<file path="src/hw/rtl/wavau_pkg.sv">
package wavau_pkg;

  localparam logic [4:0] P_SIG       = 5'd0;
  localparam logic [4:0] P_RIFF_LEN  = 5'd1;
  localparam logic [4:0] P_WAVE_TAG  = 5'd2;
  localparam logic [4:0] P_CHUNK_ID  = 5'd3;
  localparam logic [4:0] P_LEN_FMT   = 5'd4;
  localparam logic [4:0] P_LEN_DATA  = 5'd5;
  localparam logic [4:0] P_LEN_OTHER = 5'd6;
  localparam logic [4:0] P_FMT_TAG   = 5'd7;
  localparam logic [4:0] P_FMT_CH    = 5'd8;
  localparam logic [4:0] P_FMT_RATE  = 5'd9;
  localparam logic [4:0] P_FMT_BRATE = 5'd10;
  localparam logic [4:0] P_FMT_ALIGN = 5'd11;
  localparam logic [4:0] P_FMT_BITS  = 5'd12;
  localparam logic [4:0] P_SKIP      = 5'd13;
  localparam logic [4:0] P_PAD       = 5'd14;
  localparam logic [4:0] P_DATA      = 5'd15;
  localparam logic [4:0] P_AU_OFF    = 5'd16;
  localparam logic [4:0] P_AU_LEN    = 5'd17;
  localparam logic [4:0] P_AU_ENC    = 5'd18;
  localparam logic [4:0] P_AU_RATE   = 5'd19;
  localparam logic [4:0] P_AU_CH     = 5'd20;
  localparam logic [4:0] P_AU_SKIP   = 5'd21;
  localparam logic [4:0] P_AU_DATA   = 5'd22;
  localparam logic [4:0] P_DONE      = 5'd23;

  localparam logic [2:0] C_COPY     = 3'd0;
  localparam logic [2:0] C_PCM16_LE = 3'd1;
  localparam logic [2:0] C_PCM16_BE = 3'd2;
  localparam logic [2:0] C_FLIP8    = 3'd3;
  localparam logic [2:0] C_MULAW    = 3'd4;
  localparam logic [2:0] C_ALAW     = 3'd5;
  localparam logic [2:0] C_BAD      = 3'd6;

  localparam logic [1:0] K_DATA  = 2'd0;
  localparam logic [1:0] K_END   = 2'd1;
  localparam logic [1:0] K_ERROR = 2'd2;

  localparam logic [2:0] S_OK        = 3'd0;
  localparam logic [2:0] S_UNKNOWN   = 3'd1;
  localparam logic [2:0] S_NOT_WAVE  = 3'd2;
  localparam logic [2:0] S_SHORT_FMT = 3'd3;
  localparam logic [2:0] S_UNSUP     = 3'd4;
  localparam logic [2:0] S_NO_FMT    = 3'd5;
  localparam logic [2:0] S_TRUNC     = 3'd6;
  localparam logic [2:0] S_BAD_AU    = 3'd7;

  localparam logic [31:0] SIG_RIFF = 32'h52494646;
  localparam logic [31:0] SIG_AU   = 32'h2E736E64;
  localparam logic [31:0] SIG_WAVE = 32'h57415645;
  localparam logic [31:0] SIG_FMT  = 32'h666d7420;
  localparam logic [31:0] SIG_DATA = 32'h64617461;
  localparam logic [31:0] AU_HDR_LEN = 32'd24;
  localparam logic [31:0] AU_ENC_ALAW = 32'd27;

  localparam logic [7:0] ALAW_XOR = 8'h55;
  localparam logic [8:0] ALAW_BIAS = 9'h108;

  typedef struct packed {
    logic [1:0]  kind;
    logic [7:0]  data_byte;
    logic [2:0]  status;
    logic        last;
  } res_t;

  // One accepted byte yields up to three results.
  typedef struct packed {
    logic [1:0]  cnt;
    res_t [2:0]  res;
    logic [15:0] channels;
    logic [12:0] bytes_per_channel;
    logic [31:0] sample_rate;
    logic [31:0] data_length;
  } batch_t;

  function automatic logic [15:0] mu_base(input logic [2:0] ex);
    unique case (ex)
      3'd0: mu_base = 16'd0;
      3'd1: mu_base = 16'd132;
      3'd2: mu_base = 16'd396;
      3'd3: mu_base = 16'd924;
      3'd4: mu_base = 16'd1980;
      3'd5: mu_base = 16'd4092;
      3'd6: mu_base = 16'd8316;
      default: mu_base = 16'd16764;
    endcase
  endfunction

endpackage

</file>
<file path="src/hw/rtl/wavau_expand.sv">
module wavau_expand
  import wavau_pkg::*;
(
  input  logic [7:0]  code,
  input  logic        is_mulaw,
  output logic [15:0] value
);

  logic [7:0]  m;
  logic [2:0]  ex;
  logic [15:0] mu_v;
  logic [7:0]  a;
  logic [2:0]  seg;
  logic [15:0] t;
  logic [15:0] al_v;

  always_comb begin
    m    = ~code;
    ex   = m[6:4];
    mu_v = mu_base(ex) + (16'({m[3:0]}) << (5'(ex) + 5'd3));
    if (m[7]) mu_v = 16'd0 - mu_v;
    a   = code ^ ALAW_XOR;
    seg = a[6:4];
    t   = {8'd0, a[3:0], 4'd0};
    if (seg == 3'd0) t = t + 16'd8;
    else t = (t + 16'(ALAW_BIAS)) << (seg - 3'd1);
    al_v  = a[7] ? t : 16'd0 - t;
    value = is_mulaw ? mu_v : al_v;
  end

endmodule

</file>
<file path="src/hw/rtl/wavau_core.sv">
module wavau_core
  import wavau_pkg::*;
(
  input  logic       clk,
  input  logic       rst_n,
  input  logic       step,
  input  logic [7:0] b,
  input  logic       at_end,
  input  logic       le,
  output batch_t     batch
);

  logic [4:0]  phase_r, phase_nxt;
  logic [2:0]  fbs_r, fbs_nxt;
  logic [31:0] fs_r, fs_nxt;
  logic [31:0] left_r, left_nxt;
  logic        odd_r, odd_nxt;
  logic        fmt_r, fmt_nxt;
  logic [2:0]  codec_r, codec_nxt;
  logic [15:0] ch_r, ch_nxt;
  logic [15:0] bits_r, bits_nxt;
  logic [31:0] rate_r, rate_nxt;
  logic [31:0] off_r, off_nxt;
  logic        unk_r, unk_nxt;
  logic [7:0]  held_r, held_nxt;
  logic        hv_r, hv_nxt;
  logic [31:0] cnt_r, cnt_nxt;

  logic [15:0] xv;
  logic        mu_sel;

  assign mu_sel = (codec_r == C_MULAW);

  wavau_expand u_expand (
    .code     (b),
    .is_mulaw (mu_sel),
    .value    (xv)
  );

  always_comb begin
    logic [31:0] fld;
    logic [2:0]  nfb;
    logic        done4b, done4l, done2l;
    logic [1:0]  n;
    logic        fin;
    logic [31:0] v;

    phase_nxt = phase_r; fbs_nxt = fbs_r; fs_nxt = fs_r; left_nxt = left_r;
    odd_nxt = odd_r; fmt_nxt = fmt_r; codec_nxt = codec_r; ch_nxt = ch_r;
    bits_nxt = bits_r; rate_nxt = rate_r; off_nxt = off_r; unk_nxt = unk_r;
    held_nxt = held_r; hv_nxt = hv_r; cnt_nxt = cnt_r;
    batch = '0;
    n = 2'd0;
    fin = 1'b0;
    v = '0;

    // Field capture: big endian shifts in, little endian places by position.
    fld = (fbs_r == 3'd0) ? 32'd0 : fs_r;
    nfb = fbs_r + 3'd1;
    done4b = (nfb >= 3'd4);
    done4l = done4b;
    done2l = (nfb >= 3'd2);

    unique case (phase_r)
      P_SIG, P_WAVE_TAG, P_CHUNK_ID, P_AU_OFF, P_AU_LEN, P_AU_ENC, P_AU_RATE,
      P_AU_CH: begin
        fs_nxt = {fld[23:0], b};
        fbs_nxt = done4b ? 3'd0 : nfb;
      end
      P_RIFF_LEN, P_LEN_FMT, P_LEN_DATA, P_LEN_OTHER, P_FMT_TAG, P_FMT_CH,
      P_FMT_RATE, P_FMT_BRATE, P_FMT_ALIGN, P_FMT_BITS: begin
        fs_nxt = fld | (32'(b) << {fbs_r[1:0], 3'b000});
        if (phase_r == P_FMT_TAG || phase_r == P_FMT_CH || phase_r == P_FMT_ALIGN ||
            phase_r == P_FMT_BITS)
          fbs_nxt = done2l ? 3'd0 : nfb;
        else
          fbs_nxt = done4l ? 3'd0 : nfb;
      end
      default: ;
    endcase
    v = fs_nxt;

    unique case (phase_r)
      P_SIG: if (done4b) begin
        if (v == SIG_RIFF) phase_nxt = P_RIFF_LEN;
        else if (v == SIG_AU) phase_nxt = P_AU_OFF;
        else begin
          batch.res[n] = '{K_ERROR, 8'd0, S_UNKNOWN, 1'b1}; n = n + 2'd1;
          phase_nxt = P_DONE;
        end
      end
      P_RIFF_LEN: if (done4l) phase_nxt = P_WAVE_TAG;
      P_WAVE_TAG: if (done4b) begin
        if (v == SIG_WAVE) phase_nxt = P_CHUNK_ID;
        else begin
          batch.res[n] = '{K_ERROR, 8'd0, S_NOT_WAVE, 1'b1}; n = n + 2'd1;
          phase_nxt = P_DONE;
        end
      end
      P_CHUNK_ID: if (done4b)
        phase_nxt = (v == SIG_FMT) ? P_LEN_FMT : (v == SIG_DATA) ? P_LEN_DATA : P_LEN_OTHER;
      P_LEN_FMT, P_LEN_DATA, P_LEN_OTHER: if (done4l) begin
        odd_nxt = v[0];
        if (phase_r == P_LEN_FMT) begin
          if (v < 32'd16) begin
            batch.res[n] = '{K_ERROR, 8'd0, S_SHORT_FMT, 1'b1}; n = n + 2'd1;
            phase_nxt = P_DONE;
          end else begin
            left_nxt = v - 32'd16; phase_nxt = P_FMT_TAG;
          end
        end else if (phase_r == P_LEN_DATA) begin
          if (!fmt_r) begin
            batch.res[n] = '{K_ERROR, 8'd0, S_NO_FMT, 1'b1}; n = n + 2'd1;
            phase_nxt = P_DONE;
          end else if (v == 32'd0) fin = 1'b1;
          else begin
            left_nxt = v; phase_nxt = P_DATA;
          end
        end else begin
          left_nxt = v;
          if (v == 32'd0) phase_nxt = v[0] ? P_PAD : P_CHUNK_ID;
          else phase_nxt = P_SKIP;
        end
      end
      P_FMT_TAG: if (done2l) begin
        codec_nxt = (v == 32'd1) ? C_PCM16_LE : (v == 32'd7) ? C_MULAW : C_BAD;
        phase_nxt = P_FMT_CH;
      end
      P_FMT_CH: if (done2l) begin
        ch_nxt = v[15:0]; phase_nxt = P_FMT_RATE;
      end
      P_FMT_RATE: if (done4l) begin
        rate_nxt = v; phase_nxt = P_FMT_BRATE;
      end
      P_FMT_BRATE: if (done4l) phase_nxt = P_FMT_ALIGN;
      P_FMT_ALIGN: if (done2l) phase_nxt = P_FMT_BITS;
      P_FMT_BITS: if (done2l) begin
        bits_nxt = v[15:0];
        if (codec_r == C_BAD) begin
          batch.res[n] = '{K_ERROR, 8'd0, S_UNSUP, 1'b1}; n = n + 2'd1;
          phase_nxt = P_DONE;
        end else begin
          if (codec_r == C_PCM16_LE && v[15:0] == 16'd8) codec_nxt = C_COPY;
          if (codec_r == C_MULAW) bits_nxt = {v[14:0], 1'b0};
          fmt_nxt = 1'b1;
          if (left_r == 32'd0) phase_nxt = odd_r ? P_PAD : P_CHUNK_ID;
          else phase_nxt = P_SKIP;
        end
      end
      P_SKIP: begin
        left_nxt = left_r - 32'd1;
        if (left_nxt == 32'd0) phase_nxt = odd_r ? P_PAD : P_CHUNK_ID;
      end
      P_PAD: phase_nxt = P_CHUNK_ID;
      P_AU_OFF: if (done4b) begin
        off_nxt = v; phase_nxt = P_AU_LEN;
      end
      P_AU_LEN: if (done4b) begin
        unk_nxt = (v == 32'hFFFFFFFF);
        left_nxt = (v == 32'hFFFFFFFF) ? 32'd0 : v;
        phase_nxt = P_AU_ENC;
      end
      P_AU_ENC: if (done4b) begin
        codec_nxt = (v == 32'd1) ? C_MULAW : (v == 32'd2) ? C_FLIP8 :
                    (v == 32'd3) ? C_PCM16_BE : (v == AU_ENC_ALAW) ? C_ALAW : C_BAD;
        phase_nxt = P_AU_RATE;
      end
      P_AU_RATE: if (done4b) begin
        rate_nxt = v; phase_nxt = P_AU_CH;
      end
      P_AU_CH: if (done4b) begin
        if (off_r < AU_HDR_LEN || off_r[31] || rate_r == 32'd0 || rate_r[31] ||
            v == 32'd0 || v[31] || (!unk_r && left_r == 32'd0)) begin
          batch.res[n] = '{K_ERROR, 8'd0, S_BAD_AU, 1'b1}; n = n + 2'd1;
          phase_nxt = P_DONE;
        end else if (codec_r == C_BAD) begin
          batch.res[n] = '{K_ERROR, 8'd0, S_UNSUP, 1'b1}; n = n + 2'd1;
          phase_nxt = P_DONE;
        end else begin
          ch_nxt = (v > 32'd65535) ? 16'hFFFF : v[15:0];
          bits_nxt = (codec_r == C_FLIP8) ? 16'd8 : 16'd16;
          off_nxt = off_r - AU_HDR_LEN;
          phase_nxt = (off_nxt == 32'd0) ? P_AU_DATA : P_AU_SKIP;
        end
      end
      P_AU_SKIP: begin
        off_nxt = off_r - 32'd1;
        if (off_nxt == 32'd0) phase_nxt = P_AU_DATA;
      end
      P_DATA, P_AU_DATA: begin
        unique case (codec_r)
          C_FLIP8: begin
            batch.res[n] = '{K_DATA, b ^ 8'h80, S_OK, 1'b0}; n = n + 2'd1;
          end
          C_PCM16_LE, C_PCM16_BE: begin
            if ((codec_r == C_PCM16_LE) == le) begin
              batch.res[n] = '{K_DATA, b, S_OK, 1'b0}; n = n + 2'd1;
            end else if (!hv_r) begin
              held_nxt = b; hv_nxt = 1'b1;
            end else begin
              batch.res[n] = '{K_DATA, b, S_OK, 1'b0}; n = n + 2'd1;
              batch.res[n] = '{K_DATA, held_r, S_OK, 1'b0}; n = n + 2'd1;
              hv_nxt = 1'b0;
            end
          end
          C_MULAW, C_ALAW: begin
            batch.res[n] = '{K_DATA, le ? xv[7:0] : xv[15:8], S_OK, 1'b0}; n = n + 2'd1;
            batch.res[n] = '{K_DATA, le ? xv[15:8] : xv[7:0], S_OK, 1'b0}; n = n + 2'd1;
          end
          default: begin
            batch.res[n] = '{K_DATA, b, S_OK, 1'b0}; n = n + 2'd1;
          end
        endcase
        if (phase_r == P_AU_DATA && unk_r) begin
          if (at_end) fin = 1'b1;
        end else begin
          left_nxt = left_r - 32'd1;
          if (left_nxt == 32'd0) fin = 1'b1;
        end
      end
      default: ;
    endcase

    // A held swap byte at the end goes out unchanged before the report.
    if (fin) begin
      if (hv_nxt) begin
        batch.res[n] = '{K_DATA, held_nxt, S_OK, 1'b0}; n = n + 2'd1;
        hv_nxt = 1'b0;
      end
      batch.res[n] = '{K_END, 8'd0, S_OK, 1'b1}; n = n + 2'd1;
      phase_nxt = P_DONE;
    end

    // Saturating count of emitted data bytes (at most three per item).
    for (int i = 0; i < 3; i++) begin
      if (2'(i) < n && batch.res[i].kind == K_DATA && cnt_nxt != 32'hFFFFFFFF)
        cnt_nxt = cnt_nxt + 32'd1;
    end
    batch.channels = ch_nxt;
    batch.bytes_per_channel = bits_nxt[15:3];
    batch.sample_rate = rate_nxt;
    batch.data_length = cnt_nxt;

    if (at_end) begin
      if (phase_nxt != P_DONE) begin
        batch.res[n] = '{K_ERROR, 8'd0, S_TRUNC, 1'b1}; n = n + 2'd1;
      end
      phase_nxt = P_SIG; fbs_nxt = '0; fs_nxt = '0; left_nxt = '0; odd_nxt = 1'b0;
      fmt_nxt = 1'b0; codec_nxt = C_COPY; ch_nxt = '0; bits_nxt = '0; rate_nxt = '0;
      off_nxt = '0; unk_nxt = 1'b0; held_nxt = '0; hv_nxt = 1'b0; cnt_nxt = '0;
    end
    batch.cnt = n;
  end

  always_ff @(posedge clk) begin
    if (!rst_n) begin
      phase_r <= P_SIG; fbs_r <= '0; fs_r <= '0; left_r <= '0; odd_r <= 1'b0;
      fmt_r <= 1'b0; codec_r <= C_COPY; ch_r <= '0; bits_r <= '0; rate_r <= '0;
      off_r <= '0; unk_r <= 1'b0; held_r <= '0; hv_r <= 1'b0; cnt_r <= '0;
    end else if (step) begin
      phase_r <= phase_nxt; fbs_r <= fbs_nxt; fs_r <= fs_nxt; left_r <= left_nxt;
      odd_r <= odd_nxt; fmt_r <= fmt_nxt; codec_r <= codec_nxt; ch_r <= ch_nxt;
      bits_r <= bits_nxt; rate_r <= rate_nxt; off_r <= off_nxt; unk_r <= unk_nxt;
      held_r <= held_nxt; hv_r <= hv_nxt; cnt_r <= cnt_nxt;
    end
  end

endmodule

</file>
<file path="src/hw/rtl/wav_au_container_sample_decoder.sv">
// Byte-stream parser for RIFF WAVE and AU sound files with mu-law and A-law
// expansion. One item is one file byte; in_last marks the final byte and
// restarts the parser after it. Each byte is parsed in the cycle it is taken
// from the input register stage; its up to three results are queued in a
// result buffer and drained one per cycle while out_ready is high. The block
// takes a new byte every cycle while the output is taken every cycle and a
// byte makes at most one result; expanding codecs (two results per byte) take
// a new byte as the second result drains, limited by the single output port.
// cfg_little_endian_output selects host byte order (1 little endian, reset 1).
module wav_au_container_sample_decoder
  import wavau_pkg::*;
(
  input  logic        clk,
  input  logic        rst_n,
  input  logic        in_valid,
  output logic        in_ready,
  input  logic [7:0]  in_byte,
  input  logic        in_last,
  input  logic        cfg_we,
  input  logic        cfg_little_endian_output,
  output logic        out_valid,
  input  logic        out_ready,
  output logic [1:0]  out_kind,
  output logic [7:0]  out_data_byte,
  output logic [2:0]  out_status,
  output logic [15:0] out_channels,
  output logic [12:0] out_bytes_per_channel,
  output logic [31:0] out_sample_rate,
  output logic [31:0] out_data_length,
  output logic        out_last
);

  logic        le_r;
  logic        iv_r;
  logic [7:0]  ib_r;
  logic        il_r;
  batch_t      batch;
  logic        step;

  // Result buffer: up to three pending results with their report fields.
  res_t [2:0]  q_r;
  logic [1:0]  qn_r;
  logic [1:0]  qh_r;
  logic [15:0] ch_r;
  logic [12:0] bpc_r;
  logic [31:0] sr_r;
  logic [31:0] dl_r;
  logic        pop;
  logic [1:0]  left;

  assign pop   = out_valid && out_ready;
  assign left  = qn_r - 2'(pop);
  assign step  = iv_r && (left == 2'd0);
  assign in_ready = !iv_r || step;

  always_ff @(posedge clk) begin
    if (!rst_n) le_r <= 1'b1;
    else if (cfg_we) le_r <= cfg_little_endian_output;
  end

  always_ff @(posedge clk) begin
    if (!rst_n) begin
      iv_r <= 1'b0;
    end else if (in_ready) begin
      iv_r <= in_valid;
    end
  end

  always_ff @(posedge clk) begin
    if (in_ready && in_valid) begin
      ib_r <= in_byte;
      il_r <= in_last;
    end
  end

  wavau_core u_core (
    .clk    (clk),
    .rst_n  (rst_n),
    .step   (step),
    .b      (ib_r),
    .at_end (il_r),
    .le     (le_r),
    .batch  (batch)
  );

  always_ff @(posedge clk) begin
    if (!rst_n) begin
      qn_r <= '0;
      qh_r <= '0;
    end else if (step) begin
      qn_r <= batch.cnt;
      qh_r <= '0;
    end else if (pop) begin
      qn_r <= qn_r - 2'd1;
      qh_r <= qh_r + 2'd1;
    end
  end

  always_ff @(posedge clk) begin
    if (step) begin
      q_r   <= batch.res;
      ch_r  <= batch.channels;
      bpc_r <= batch.bytes_per_channel;
      sr_r  <= batch.sample_rate;
      dl_r  <= batch.data_length;
    end
  end

  always_comb begin
    res_t r;
    r = q_r[qh_r];
    out_valid     = (qn_r != 2'd0);
    out_kind      = r.kind;
    out_data_byte = (r.kind == K_DATA) ? r.data_byte : 8'd0;
    out_status    = (r.kind == K_ERROR) ? r.status : S_OK;
    out_last      = r.last;
    out_channels          = (r.kind == K_END) ? ch_r : 16'd0;
    out_bytes_per_channel = (r.kind == K_END) ? bpc_r : 13'd0;
    out_sample_rate       = (r.kind == K_END) ? sr_r : 32'd0;
    out_data_length       = (r.kind == K_END) ? dl_r : 32'd0;
  end

`ifndef SYNTHESIS
  a_no_step_while_pending: assert property (@(posedge clk) disable iff (!rst_n)
    (qn_r != 2'd0 && !pop) |-> !step) else $error("parser stepped over pending results");
  a_count_bound: assert property (@(posedge clk) disable iff (!rst_n)
    (qn_r != 2'd3 || qh_r == 2'd0)) else $error("result buffer index overrun");
  a_last_ends: assert property (@(posedge clk) disable iff (!rst_n)
    (out_valid && out_last) |-> (qn_r == 2'd1)) else $error("result after final one");
`endif

endmodule

</file>
<file path="config.mk">
export PLATFORM = sky130hd
export DESIGN_NAME = wav_au_container_sample_decoder
export DESIGN_NICKNAME = d
export VERILOG_FILES = /design/src/hw/rtl/wavau_pkg.sv /design/src/hw/rtl/wavau_expand.sv /design/src/hw/rtl/wavau_core.sv /design/src/hw/rtl/wav_au_container_sample_decoder.sv
export SDC_FILE = /design/constraint.sdc
export NUM_CORES = 1
export LEC_CHECK = 0
export ABC_AREA = 1
export BUFFER_PORTS_ARGS = -buffer_cell sky130_fd_sc_hd__clkbuf_2
export CAP_MARGIN = 20
export CORE_ASPECT_RATIO = 2
export CORE_MARGIN = 10
export CORE_UTILIZATION = 35
export DETAILED_ROUTE_END_ITERATION = 16
export PLACE_DENSITY_LB_ADDON = 0.15
export RECOVER_POWER = 100
export SYNTH_ARGS = -nofsm -noshare
export SYNTH_HDL_FRONTEND = slang
export SYNTH_SLANG_ARGS = --single-unit
</file>
<file path="constraint.sdc">
create_clock -name clk -period 12.4 [get_ports clk]
set_input_delay 1.86 -clock clk [delete_from_list [all_inputs] [get_ports clk]]
set_output_delay 1.86 -clock clk [all_outputs]
set_load 0.01 [all_outputs]
</file>
==> results.cfg, run 1 <==
[logic_synthesis]
synth_compound_area_share_pct = 17.3
ys_seq_elements = 356
synth_edf_count = 138
syn_area_per_cell_um2 = 6.39
syn-num-nets = 4626
syn_inst = 4559
ys_seq_area_share_pct = 29.2
ys_types = 75
synth_adder_area_share_pct = 2.26
yosys_warnings = 0
netlist_area_mm2 = 0.0291
synth-xor-area-share_pct = 4.88
async_reset_ff_share_pct = 0
ys.flop_type = dfxtp_1
synth_top_family_by_area = simple AND/OR/NAND/NOR gates
synthMuxAreaShare_pct = 0
synth-simple-area-share_pct = 34.6

[worst_setup_path]
cp_top_family = simple AND/OR/NAND/NOR gates
worst-path-stages = 50
path_common_cell = nand2_1
critPathLaunchType = flop
worstRegToRegCells = 50
critPathCaptureType = flop
max_stage_delay_ps = 890
critPathMaxFanout = 31
path_buf_inv = 10
cp_slowest_cell = nand3_1
crit_required_ps = 12940
cp.arrival_ps = 12140
crit_type = reg -> reg

[cells_and_area]
antenna_cells = 0
layout_commonest_cell = nand2_1
drive_above_1_share_pct = 7.16
fin_nets = 4674
final_cell_mix = nand2_1, inv_1, nor2_1, o21ai_0, dfxtp_1
fill_cells = 9205
final_util_pct = 38.5
area_delta_synth_final_pct = 9.08

[sta]
finalClockSkew_ps = 26.2
fmax_mhz = 86.2
rsz0062_at_grt = no
fin_crit_sh_pct = 93.6
final-setup-viol-count = 0
finalMaxSlewViolations = 460
fin_setup_tns_ps = 0
period_minus_slack_ps = 11610
hold_viol = 0
slew_headroom_pct = -138
max_slew.worst_pin.slew_ps = 3570

[detailed_routing]
dr_wl_met3_um = 6850
top_layer = met5
vias_per_cell = 5.55
vias = 31600
drtAntennaViolNets = 0
wl_met1_um = 44600
wirelength_um = 145000
first_pass_iters = 8
wl_per_cell_um = 25.5
drtIter0Drc = 2578
drc = 0
met2_length_um = 75600

[clocking]
post_cts_buffers = 0
path_clk_slew_ps = 70
cts_tree = built
insertion_delay_ps = 610
cts-root-buf = clkbuf_16
clk_path_buf_depth = 3
numCtsBuffers = 39
htreeDepth = 2
clkSinkCount = 356

[pwr]
leakage_nw = 14.1
peakVddDrop_v = 0.000112
p_total_mw = 4.68
power_density_mw_per_mm2 = 147

[flow_run]
cap_violations = 10

[worst_hold_path]
hold_class = reg -> reg
hold_depth = 2

[floorplanning]
row_count = 149
die_y_um = 428
core_area_mm2 = 0.0826
io-pin-count = 124
initial_core_util_pct = 35.3
die_x_um = 224
die-area_mm2 = 0.0958

[placement]
gp_congestion = 1.02
port_buffers = 123
place_hpwl_um = 113000

[outcome]
violations = capacitance limit, slew limit
status = complete, but fails checks

[global_routing]
track_usage_pct = 29.3
grt_start_max_net_pins = 76
grt_pass1_vias = 31200
antenna_found_initial = 2
grt_first_pass_wirelength_um = 207000
gr-total-overflow = 0
-- path summary, 6_finish.rpt --
path / start / endpoint / slack, ps
setup / recovery: u_core.phase_r[4] / u_core.cnt_r[18] / 790
hold / removal: u_core.held_r[6] / u_core.held_r[6] / 490
setup reg to reg: u_core.phase_r[4] / u_core.cnt_r[18] / 790
hold reg to reg: u_core.held_r[6] / u_core.held_r[6] / 490
-- cell usage after synthesis (12+ instances only) --
library cell	instances	area (µm²)
a211oi_1	17	128
a21oi_1	202	1010
a22oi_1	32	240
a31oi_1	44	275
and2_1	12	75.1
buf_6	15	169
clkbuf_1	136	510
clkinv_1	16	60.1
dfxtp_1	218	4360
edfxtp_1	138	4140
ha_1	51	638
inv_1	638	2390
inv_2	15	56.3
nand2_1	1085	4070
nand2_2	77	482
nand3_1	214	1070
nand4_1	59	369
nor2_1	588	2210
nor2_2	41	257
nor2_4	24	270
nor3_1	101	505
nor4_1	27	169
o21ai_0	260	1300
o221ai_1	40	350
o22ai_1	155	970
or2_2	20	125
xnor2_1	25	219
xor2_1	134	1170
-- worst register-to-register path, delay by kind of cell, from the launching register on --
kind	cells	cell delay [ps]
adder cells (fa/ha/maj)	5	1420
AO/OA/AOI/OAI	3	610
flip-flops	1	680
buffers and inverters	10	1680
AND/OR/NAND/NOR	32	7200
-- where the power goes --
part | internal [mW] | leakage, nW | total (mW) | switching [mW]
Combinational | 0.505 | 10.4 | 1.98 | 1.47
Clock | 0.703 | 0.629 | 1.27 | 0.564
Sequential | 1.37 | 3.08 | 1.44 | 0.0732
-- cell families (layout without fill, tap and decap cells) --
group	after synthesis	in the layout
DFF	356	356
adders and majority gates	52	52
and+or+nand+nor	2293	2293
xor gates and xnor gates	160	160
buffers and inverters	857	936
AOI/OAI and AO/OA	841	841
-- per-stage QoR --
step           worst slack, ps  hold slack [ps]  instance area, µm²  cells
5_1_grt                    144              514               31800   5695
6_report                   793              491               31800   5695
3_3_place_gp              1310              465               30700   5621
4_1_cts                   1190              487               32000   5693
3_5_place_dp              1230              472               30700   5621
2_1_floorplan             1340              444               29100   4559
-- flip-flops by register name, indices dropped and copies added, names as in the netlist, 16 cells and up --
signal	cells
sr_r	32
ch_r	16
u_core.cnt_r	32
u_core.fs_r	32
u_core.rate_r	32
u_core.off_r	32
dl_r	32
u_core.ch_r	16
u_core.left_r	32
q_r	36
-- per-layer routing --
metal	GRT usage [%]	up-vias
met4	31.3	2
met1	24.9	14700
li1	-	15000
met3	4.47	596
met5	0	-
met2	54.4	1238
-- final cells by class --
class | count | area [µm²] | share of cell area (%)
well taps | 1057 | 1320 | 4.16
repair buffers | 194 | 956 | 3.01
clock inverters | 20 | 238 | 0.748
flip-flops and latches | 356 | 8510 | 26.8
clock buffers | 52 | 1080 | 3.39
multi-input cells | 3346 | 17100 | 54.0
inverters | 670 | 2520 | 7.94
-- repair_timing --
action                     CTS  global route
setup endpoints to repair    0             7
hold endpoints to repair     0             0
hold buffers                 0             0
gates resized for setup      0             1
Note: power is estimated with default switching activity, not from simulation.
==> run 2: changes to the inputs <==
Settings changed: CORE_MARGIN 10 to 5.
==> run 2 against run 1 <==
Against the previous run:
- the flow still finishes with violations (capacitance limit, slew limit)
- setup slack improved by 440 ps
- sequential share of layout area is 0.084 points lower
- power down 0.49%
- clock skew decreased by 7.2 ps
- register-to-register slack gained 460 ps
- critical path depth fell by 38
- core utilization is 0.12 points higher
- sequential cell count unchanged
- non-clock buffer count rose by 16
- design area grew 0.32%
- combinational power about the same
- via count grew 0.56%
- critical path type is now in -> reg
==> results.cfg, run 2 (synthesis results as in run 1) <==
[global_routing]
gr-total-overflow = 0
gr-usage-met3_pct = 4.55
globalRouteMet2Util_pct = 58.2
grt_use_met1_pct = 27.2
antenna_found_initial = 2
grt_start_max_net_pins = 76
grt_pass1_vias = 31900
busiest_layer = met2
track_usage_pct = 31.4
grt_first_pass_wirelength_um = 211000

[clocking]
numCtsBuffers = 39
insertion_delay_ps = 600
clk_path_buf_depth = 3
cts_tree = built
clkSinkCount = 356
cts_resized = 0
htreeDepth = 2
hold_buffers = 0
path_clk_slew_ps = 70
post_cts_buffers = 0
cts-root-buf = clkbuf_16

[placement]
port_buffers = 123
place_hpwl_um = 115000
dp.cells = 5637
gp_congestion = 1.06

[sta]
fin_crit_sh_pct = 90.1
whs_ps = 475
final-setup-viol-count = 0
slew_headroom_pct = -195
hold_viol = 0
finalMaxSlewViolations = 529
finalClockSkew_ps = 19.1
rsz0062_at_grt = no
fmax_mhz = 89.5
period_minus_slack_ps = 11170
max_slew.worst_pin.slew_ps = 4430
fin_setup_tns_ps = 0

[cells_and_area]
multi_input_area_mm2 = 0.0171
largest_reg_flops = 36
area_delta_synth_final_pct = 9.43
top_register = q_r
regArea_mm2 = 0.00851
layout_commonest_cell = nand2_1
final_cell_mix = nand2_1, inv_1, nor2_1, o21ai_0, dfxtp_1
antenna_cells = 0
fin_nets = 4690
drive_above_1_share_pct = 7.50
fin_cells = 5711
fill_cells = 9202

[outcome]
status = complete, but fails checks
violations = capacitance limit, slew limit

[detailed_routing]
drtIter0Drc = 2713
drtAntennaViolNets = 0
vias_per_cell = 5.56
wl_per_cell_um = 25.6
drc = 0
first_pass_iters = 6
wirelength_um = 146000
vias = 31800

[pwr]
power.internal_mw = 2.55
leakage_nw = 14.2
peakVddDrop_v = 0.000106
p_sw_mw = 2.11
p_seq_share_pct = 30.9
combPwrFrac_pct = 42.5
p_sw_share_pct = 45.2
clock_power_share_pct = 26.6
power_density_mw_per_mm2 = 146
p_total_mw = 4.66

[floorplanning]
die_x_um = 214
io-pin-count = 124
core_area_mm2 = 0.0826
initial_core_util_pct = 35.3
die-area_mm2 = 0.0894
row_count = 149
die_y_um = 418

[worst_setup_path]
critPathLaunchType = input pin
critPathMaxFanout = 64
cp.arrival_ps = 11640
crit_type = in -> reg
crit_required_ps = 12870
critPathCaptureType = flop

[flow_run]
cap_violations = 10

[worst_hold_path]
hold_class = reg -> reg
==> run 2: cell types whose count changed in the layout (fill, tap and decap cells not counted), sizes merged <==
cell      change
buf          +16
inv           +7
clkinvlp      -3
clkbuf        -2
bufinv        -1
clkinv        -1
==> run 2: final timing paths <==
path / start / end / slack [ps] / depth (start not counted)
worst max register to register: u_core.fbs_r[0] / dl_r[16] / 1250 / 44
worst min-delay path: u_core.left_r[1] / u_core.left_r[1] / 470 / 2
worst min register to register: u_core.left_r[1] / u_core.left_r[1] / 470 / 2
worst max-delay path: out_ready / u_core.fs_r[25] / 1230 / 12
==> run 2: layout make-up <==
type	instances	area share [%]
Multi-Input combinational cell	3346	53.8
Sequential cell	356	26.7
Inverter	670	7.91
Tap cell	1057	4.15
Timing Repair Buffer	210	3.42
Clock buffer	50	3.29
Clock inverter	22	0.750
==> run 2: per-stage QoR <==
stage | cell area [µm²] | util, % | setup WS, ps
2_1_floorplan | 29100 | - | 1340
3_3_place_gp | 30800 | 37.3 | 2150
3_5_place_dp | 30800 | 37.3 | 2040
4_1_cts | 32100 | 38.9 | 2020
5_1_grt | 31900 | 38.6 | 477
6_report | 31900 | 38.6 | 1230
==> run 2: power groups by stage <==
| stage | logic, mW | registers (mW) | clock network [mW] |
|---|---|---|---|
| after global routing | 2.14 | 1.45 | 1.31 |
| final | 1.98 | 1.44 | 1.24 |
| after floorplan | 1.25 | 1.44 | 0 |
| after global placement | 1.98 | 1.45 | 0 |
| after detailed placement | 1.97 | 1.46 | 0 |
| after CTS | 1.98 | 1.43 | 1.27 |
==> run 2: worst max-delay path, stage by stage <==
cell	delay, ps
clkbuf_1	290
nand2_1	180
xor2_1	210
nand2_1	220
nor2_1	1810
clkbuf_1	1910
nand2_1	370
nor2_4	180
clkbuf_1	2720
inv_2	860
buf_4	650
o22ai_1	240
==> run 2: layer usage <==
metal / vias up / part of all wire (%)
li1: 15100 / -
met2: 1275 / 51
met4: 0 / 14
met1: 14700 / 30
met3: 677 / 4.7
met5: - / 0
